`config.mk`:
```
export PLATFORM = sky130hd
export DESIGN_NAME = bbm_ctrl
export DESIGN_NICKNAME = d
export VERILOG_FILES = /design/src/hw/rtl/bbm_pkg.sv /design/src/hw/rtl/bbm_ctrl.sv
export SDC_FILE = /design/constraint.sdc
export NUM_CORES = 1
export LEC_CHECK = 0
export BUFFER_PORTS_ARGS = -buffer_cell sky130_fd_sc_hd__buf_2
export CAP_MARGIN = 20
export CORE_AREA = 2 2 39 41
export CTS_BUF_LIST = sky130_fd_sc_hd__clkbuf_8 sky130_fd_sc_hd__clkbuf_16
export CTS_CLUSTER_SIZE = 28
export DETAILED_ROUTE_END_ITERATION = 8
export DIE_AREA = 0 0 41 43
export HOLD_SLACK_MARGIN = 0.05
export MAX_ROUTING_LAYER = met4
export PLACE_DENSITY = 0.52
export SETUP_SLACK_MARGIN = 0.05
export SKIP_CTS_REPAIR_TIMING = 1
export SYNTH_ARGS = -nofsm -noshare
export SYNTH_HDL_FRONTEND = slang
export SYNTH_SLANG_ARGS = --single-unit
```
`constraint.sdc`:
```
create_clock -name i_clk -period 1.6 [get_ports i_clk]
set_clock_uncertainty 0.05 [all_clocks]
set_input_delay 0.32 -clock i_clk [delete_from_list [all_inputs] [get_ports i_clk]]
set_output_delay 0.32 -clock i_clk [all_outputs]
set_load 0.02 [all_outputs]
```
`src/hw/rtl/bbm_pkg.sv`:
```
// Shared types, widths and constants for the binary blob moments block.
package bbm_pkg;

    localparam int BBM_MAX_DIM = 1024;

    localparam int PIX_W       = 8;
    localparam int COORD_W     = 10;
    localparam int WIDTH_REG_W = 11;
    localparam int AREA_W      = 21;
    localparam int SUM_W       = 31;
    localparam int SQ_W        = 41;
    localparam int SPREAD_W    = 61;
    localparam int CROSS_W     = 62;
    localparam int MUL_W       = 32;
    localparam int RES_W       = 288;
    localparam int PAD_W       = RES_W - AREA_W - 8 * COORD_W - 2 * SPREAD_W - CROSS_W;

    // restoring divide: quotient fits COORD_W bits, top bit weight
    localparam int DIV_SHIFT = COORD_W - 1;

    localparam logic [PIX_W-1:0]       OBJECT_PIXEL = 8'd255;
    localparam logic [WIDTH_REG_W-1:0] WIDTH_RESET  = 11'd640;

    // frame-end sequence: load cycle plus one divide step per quotient bit
    localparam int CNT_W = 4;
    localparam logic [CNT_W-1:0] CALC_LAST = 4'd10;
    localparam logic [CNT_W-1:0] MUL_OPS   = 4'd9;

    // APB
    localparam int APB_ADDR_W = 3;
    localparam int APB_DATA_W = 32;
    localparam logic REG_IMAGE_WIDTH = 1'b0;  // word index paddr[2]

    typedef enum logic [1:0] {
        S_ACCUM,
        S_CALC,
        S_OUT
    } t_state;

    typedef enum logic [CNT_W-1:0] {
        OP_X_LO,
        OP_X_HI,
        OP_X_SQ,
        OP_Y_LO,
        OP_Y_HI,
        OP_Y_SQ,
        OP_XY_LO,
        OP_XY_HI,
        OP_XY_SQ
    } t_mul_op;

    typedef struct packed {
        logic    acc_en;
        logic    calc_load;
        logic    div_step;
        logic    mul_issue;
        t_mul_op mul_op;
        logic    out_load;
    } t_dp_cmd;

    typedef struct packed {
        logic out_busy;
    } t_dp_stat;

    // first member is the MSB: area sits in the lowest bits of tdata
    typedef struct packed {
        logic [PAD_W-1:0]           pad;
        logic signed [CROSS_W-1:0]  spread_xy;
        logic [SPREAD_W-1:0]        spread_y;
        logic [SPREAD_W-1:0]        spread_x;
        logic [COORD_W-1:0]         first_y;
        logic [COORD_W-1:0]         first_x;
        logic [COORD_W-1:0]         box_bottom;
        logic [COORD_W-1:0]         box_top;
        logic [COORD_W-1:0]         box_right;
        logic [COORD_W-1:0]         box_left;
        logic [COORD_W-1:0]         centroid_y;
        logic [COORD_W-1:0]         centroid_x;
        logic [AREA_W-1:0]          area;
    } t_result;

endpackage

```
`src/hw/rtl/bbm_ctrl.sv`:
```
// Controller FSM: pixel accumulation, frame-end calculation sequence, result hand-off.
module bbm_ctrl (
    input  logic              i_clk,
    input  logic              i_rst_n,
    input  logic              i_s_valid,
    input  logic              i_s_last,
    output logic              o_s_ready,
    output bbm_pkg::t_dp_cmd  o_cmd,
    input  bbm_pkg::t_dp_stat i_stat
);
    import bbm_pkg::*;

    t_state           r_state, n_state;
    logic [CNT_W-1:0] r_cnt, n_cnt;

    always_ff @(posedge i_clk) begin
        if (!i_rst_n) begin
            r_state <= S_ACCUM;
            r_cnt   <= '0;
        end else begin
            r_state <= n_state;
            r_cnt   <= n_cnt;
        end
    end

    // next state
    always_comb begin
        n_state = r_state;
        n_cnt   = '0;
        case (r_state)
            S_ACCUM: begin
                if (i_s_valid && i_s_last) begin
                    n_state = S_CALC;
                end
            end
            S_CALC: begin
                if (r_cnt == CALC_LAST) begin
                    n_state = S_OUT;
                end else begin
                    n_cnt = r_cnt + 1'b1;
                end
            end
            S_OUT: begin
                if (!i_stat.out_busy) begin
                    n_state = S_ACCUM;
                end
            end
            default: n_state = S_ACCUM;
        endcase
    end

    // outputs
    always_comb begin
        o_s_ready       = 1'b0;
        o_cmd.acc_en    = 1'b0;
        o_cmd.calc_load = 1'b0;
        o_cmd.div_step  = 1'b0;
        o_cmd.mul_issue = 1'b0;
        o_cmd.mul_op    = OP_X_LO;
        o_cmd.out_load  = 1'b0;
        case (r_state)
            S_ACCUM: begin
                o_s_ready    = 1'b1;
                o_cmd.acc_en = i_s_valid;
            end
            S_CALC: begin
                o_cmd.calc_load = (r_cnt == '0);
                o_cmd.div_step  = (r_cnt != '0);
                o_cmd.mul_issue = (r_cnt < MUL_OPS);
                if (r_cnt < MUL_OPS) begin
                    o_cmd.mul_op = t_mul_op'(r_cnt);
                end
            end
            S_OUT: begin
                o_cmd.out_load = !i_stat.out_busy;
            end
            default: o_s_ready = 1'b0;
        endcase
    end

endmodule

```
==> flow_summary_export.csv, run 1 <==
group,metric,value,unit
global_routing,grt_pass1_wl,979,um
detailed_routing,final_antenna_net_count,0,
layout,num_antenna_cells,0,
die,die_h,43,um
critical_path,slowest_delay,0.35,ns
place,gp_congestion,0.658,
synth,synth_top_cell_by_area,"dfxtp_1",
detailed_routing,via_per_inst,4.29,
synth,yosysMostFrequentCell,"nor2_1",
synth,synth_edf_count,0,
place,placed_cells,73,
layout,drive_gt1_share,54.1,%
layout,finalNetCount,71,
critical_path,required,1.23,ns
global_routing,grt_pass1_vias,256,
synth,synth_common_cells,"7 x nor2_1, 6 x dfxtp_1, 4 x and2_1, 4 x inv_1, 3 x ha_1",
detailed_routing,wirelength,677,um
detailed_routing,drt-initial-drc-count,0,
timing,hold_slack,0.306,ns
global_routing,met3_usage,3.14,%
critical_path,critPathKind,"flip-flop to output port",
timing,post-route-min-period,1.58,ns
clock_network,cts_max_path_buffers,2,
synth,synthCells,42,
clock_network,numCtsBuffers,3,
clock_network,cts-root-buf,"clkbuf_8",
synth,yosysSeqAreaShare,31.9,%
critical_path,worst_setup_path_start_kind,"flip-flop",
layout,instances_no_fill,77,
place,dp_hpwl,519,um
synth,synth_flop_cell,"dfxtp_1",
pwr,ir_drop,0.000351,V
flow_run,maxCapViolCount,0,
status,status,"finished clean",
global_routing,grt_max_degree,8,
synth,ys_ff_latch,6,
timing,tightest_slew,0.175,ns
die,num_rows,14,
timing,rsz0062_at_grt,"yes",
synth,synth_top_area_share,31.9,%
clock_network,clock_sink_count,6,
detailed_routing,vias,330,
detailed_routing,drc,0,
die,die_x,41,um
die,fp.dieArea,1760,um2
layout,area_growth,51.8,%
global_routing,grt_busiest_layer,"met2",
synth,yosysUniqueCellTypes,18,
synth,yosys-top-cells-area,"dfxtp_1 32%, ha_1 10%, nand2b_4 7.3%",
critical_path,arrival,1.21,ns
detailed_routing,drt_pre_antenna_iters,1,
synth,synth.avg_cell_area,8.97,um2
clock_network,tritoncts,"yes",
synth,syn_area,377,um2
global_routing,antenna_found_initial,0,
synth,syn-num-nets,50,
timing,slew_violations,0,
clock_network,cts.clk_slew.worst_paths,0.03,ns
synth,yosys_warnings,0,
clock_network,clk_latency,0.22,ns
global_routing,grt-ovfl-total,0,
timing,slew_headroom,88.3,%
pwr,power.leakage,0.237,nW
timing,max_freq,632,MHz
global_routing,met1_usage,9.09,%
die,start_util,27.2,%
critical_path,end_kind,"output port",
detailed_routing,routedWlPerCell,8.79,um
timing,fin_crit_sh,99.0,%
timing,setup_viol,0,
global_routing,globalRouteMet2Util,12.2,%
synth,ys_async_sr_fraction,0,%
place,port_buffers,14,
critical_path,cp_cell_sequence,"inv_4, ha_4, nand2b_4, a21oi_4, and2_4, buf_6",
global_routing,track_usage,8.77,%
critical_path,slowest_stage,"dfxtp_4",
die,io_pins,15,
critical_path,worstPathMaxFanout,5,
die,coreArea,1380,um2
timing,hold_viol_final,0,
clock_network,ctsHtreeMaxLevel,1,
pwr,power_density,754,nW/um2
worst_hold_path,hold_class,"input port to flip-flop",
## per-layer routing
layer	wire, um	up-vias
li1	-	175
met1	299	142
met2	317	11
met3	45	2
met4	14	0
met5	0	-
## path summary, 6_finish.rpt
path / depth (start not counted) / from / end / slack [ns]
setup / recovery: 6 / r_cnt[0] / o_cmd[1] / 0.02
hold / removal: 2 / i_rst_n / r_state[1] / 0.31
setup reg to reg: 6 / r_cnt[0] / r_cnt[2] / 0.36
hold reg to reg: 1 / r_cnt[0] / r_cnt[0] / 0.41
## kinds of logic (layout without fill, tap and decap cells)
family	after synthesis	count (layout)	share of synthesized area, %
flip-flops	6	6	31.9
AO/OA/AOI/OAI	3	3	6.98
buffers and inverters	4	23	3.99
adder cells (fa/ha/maj)	3	3	9.97
XOR/XNOR	2	2	4.65
AND/OR/NAND/NOR	24	24	42.5
## where the power goes
| part | switching (W) | leakage (nW) | internal (W) |
|---|---|---|---|
| clock network | 0.0000551 | 0.0216 | 0.000161 |
| logic | 0.0000301 | 0.165 | 0.0000255 |
| registers | 0.00000603 | 0.0502 | 0.000153 |
## state kept, by name, summed over array words and instances (netlist names)
register,cells
r_state,2
r_cnt,4
## metrics by stage
step | worst slack (ns) | power [W] | util, % | setup TNS [ns] | cell area [um2]
6_report | 0.0166 | 0.000431 | 41.3 | 0 | 572
5_1_grt | -0.0473 | 0.000458 | 41.3 | -0.0936 | 572
4_1_cts | -0.153 | 0.000434 | 37.3 | -0.406 | 515
3_5_place_dp | 0.0779 | 0.000211 | 34.3 | 0 | 474
3_3_place_gp | 0.103 | 0.000212 | 34.3 | 0 | 474
2_1_floorplan | 0.0869 | 0.000194 | - | 0 | 377
## critical path, delay by kind of cell (launching register included)
kind,cells,cell delay [ns]
buffers and inverters,2,0.17
and+or+nand+nor,2,0.22
AOI/OAI and AO/OA,1,0.13
adders and majority gates,1,0.12
DFF,1,0.35
## final cells by class
type / instances / area [um2]
fillers: 151 / 812
multi-input cells: 32 / 264
flip-flops and latches: 6 / 126
repair buffers: 16 / 103
clock buffers: 3 / 41.3
well taps: 16 / 20.0
inverters: 4 / 17.5
## placed cells by master, fill, tap and decap left out, types with 2 or more instances in the layout
cell and count:
and2_1 2, and2_4 2, buf_2 10, buf_4 4, buf_6 2, clkbuf_8 3
dfxtp_1 3, dfxtp_2 2, ha_1 2, inv_1 2, nand2b_4 2, nand3b_1 2
nor2_1 7, nor3_1 2, xnor2_1 2
(Power assumes the default switching activity.)
==> run 2: changes to the inputs <==
- ABC_AREA: unset -> 1
- SLEW_MARGIN: unset -> 40
==> run 2 against run 1 <==
Compared with the run above: the flow now finishes with violations (negative setup slack); core utilization up 5.2 points; global-route usage up 1.2 points; non-clock buffer count up 4; largest power group is now combinational cells; routed wire length up 32%; setup slack worse by 0.017 ns; critical path depth up 1; highest routed layer unchanged.
==> flow_summary_export.csv, run 2 <==
group,metric,value,unit
die,fp.dieArea,1760,um2
timing,setup_viol,1,
synth,yosys_warnings,0,
global_routing,track_usage,9.99,%
detailed_routing,routedWlPerCell,9.80,um
critical_path,ff2ff_path_depth,9,
critical_path,arrival,1.23,ns
detailed_routing,vias,391,
die,die_h,43,um
clock_network,tritoncts,"yes",
synth,synth_common_cells,"10 x inv_1, 9 x nor2_1, 7 x nand2_1",
flow_run,maxCapViolCount,0,
pwr,ir_drop,0.000477,V
synth,yosysMostFrequentCell,"inv_1",
clock_network,numCtsBuffers,3,
layout,fin_area,643,um2
critical_path,worstPathMaxFanout,4,
synth,synth_flop_cell,"dfxtp_1",
detailed_routing,drc,0,
synth,syn-num-nets,60,
place,dp_hpwl,560,um
global_routing,grt_pass1_wl,1090,um
worst_hold_path,hold_class,"input port to flip-flop",
layout,largest_reg_flops,4,
critical_path,critPathKind,"flip-flop to output port",
place,port_buffers,14,
layout,reg_top3,"r_cnt x4, r_state x2",
synth,synth_top_area_share,32.2,%
die,coreArea,1380,um2
synth,synthCells,52,
die,io_pins,15,
global_routing,grt_max_degree,7,
synth,ys_async_sr_fraction,0,%
layout,finalNetCount,85,
clock_network,clk_latency,0.22,ns
synth,yosysUniqueCellTypes,17,
worst_hold_path,holdPathStages,3,
synth,ys_ff_latch,6,
synth,yosysSeqAreaShare,32.2,%
pwr,power_density,1490,nW/um2
timing,fin_crit_sh,100,%
clock_network,cts.clk_slew.worst_paths,0.04,ns
clock_network,ctsHtreeMaxLevel,1,
timing,worst_slack,-0.000204,ns
detailed_routing,final_antenna_net_count,0,
detailed_routing,drt-initial-drc-count,0,
detailed_routing,wirelength,892,um
clock_network,cts_max_path_buffers,2,
global_routing,grt-ovfl-total,0,
synth,synth_top_cell_by_area,"dfxtp_1",
critical_path,end_kind,"output port",
pwr,power.leakage,0.293,nW
timing,post-route-min-period,1.60,ns
timing,rsz0062_at_grt,"yes",
global_routing,grt_pass1_vias,310,
critical_path,reg2reg_slack,0.38,ns
status,failed_checks,"negative setup slack",
die,num_rows,14,
layout,layout_commonest_cell,"buf_4",
critical_path,required,1.23,ns
layout,area_growth,72.5,%
detailed_routing,drt_pre_antenna_iters,1,
synth,syn_area,373,um2
synth,synth_edf_count,0,
die,die_x,41,um
place,gp_congestion,0.672,
layout,layout_common_cells,"9 x buf_4, 7 x buf_2, 6 x inv_1, 6 x nor2_1",
clock_network,clock_sink_count,6,
timing,slew_headroom,78.4,%
layout,regMostFlops,"r_cnt",
global_routing,antenna_found_initial,0,
timing,slew_violations,0,
timing,finalSetupTns,-0.000204,ns
timing,tightest_slew,0.324,ns
timing,max_freq,625,MHz
layout,num_antenna_cells,0,
status,status,"finished with violations",
worst_hold_path,hold_path_end,"r_state[0]",
place,place_area,463,um2
critical_path,worst_setup_path_start_kind,"flip-flop",
detailed_routing,via_per_inst,4.30,
timing,hold_viol_final,0,
synth,yosys-top-cells-area,"dfxtp_1 32%, ha_1 10%, inv_1 10%",
critical_path,r2r-start,"r_cnt[0]",
clock_network,cts-root-buf,"clkbuf_8",
synth,synth.avg_cell_area,7.17,um2
die,start_util,26.9,%
critical_path,worstReg2RegEnd,"r_state[1]",
worst_hold_path,hp-start,"i_rst_n",
layout,drive_gt1_share,60.0,%
-- run 2: cell count changes after synthesis, sizes merged, moves of 4 or more --
cell | previous run | this run
nand3 | 1 | 5
nand2 | 1 | 9
nor2 | 7 | 11
and2 | 4 | 0
inv | 4 | 10
-- run 2: logic make-up (layout without fill, tap and decap cells) --
logic type                 after synthesis  count (layout)  synth area share [%]
adders and majority gates                3               3                  10.1
DFF                                      6               6                  32.2
xor gates and xnor gates                 2               2                  4.70
and+or+nand+nor                         29              29                  39.9
AOI/OAI and AO/OA                        2               2                  3.02
buffers and inverters                   10              33                  10.1
-- run 2: how the worst max path moves through the flow --
| stage | startpoint | to | slack (ns) |
|---|---|---|---|
| final | r_cnt[0] | o_cmd[2] | -0.0002 |
| after global routing | r_cnt[0] | o_cmd[2] | -0.05 |
| after floorplan | r_cnt[0] | o_cmd[7] | 0.11 |
| after detailed placement | r_cnt[0] | o_cmd[2] | 0.12 |
| after CTS | r_cnt[0] | o_cmd[2] | -0.12 |
| after global placement | r_cnt[0] | o_cmd[1] | 0.15 |
-- run 2: final cells by class --
class / count / area (um2)
inverter: 10 / 42.5
tap: 16 / 20.0
multi-input combinational: 36 / 263
timing repair buffer: 20 / 148
fill: 130 / 741
sequential: 6 / 129
clock buffer: 3 / 41.3
-- run 2: worst max-delay path: stages (launching register included) --
cell	delay (ns)
dfxtp_4	0.34
inv_4	0.07
ha_4	0.14
nand2_2	0.07
nand2_2	0.08
nand2_4	0.07
nor2_4	0.11
buf_6	0.12
-- run 2: stage by stage --
step                      worst slack (ns)  power [W]  hold slack (ns)  instances  utilization, %
after floorplan                      0.111   0.000484            0.380         52               -
final                            -0.000204   0.000959            0.313         91            46.5
after global placement               0.152   0.000575            0.398         82            33.5
after detailed placement             0.117   0.000576            0.405         82            33.5
after global routing               -0.0465    0.00103            0.320         91            46.5
after CTS                           -0.124   0.000802            0.318         85            36.4
-- run 2: power by group --
group          switching (W)  internal [W]
clock network      0.0000594      0.000161
registers          0.0000408      0.000186
logic               0.000287      0.000225
total               0.000387      0.000572
-- run 2: layer usage --
layer / global-route usage [%] / routed length, um / up-vias
li1: - / - / 208
met1: 9.03 / 343 / 169
met2: 14.1 / 488 / 12
met3: 3.14 / 40 / 2
met4: 12.0 / 19 / 0
met5: - / 0 / -
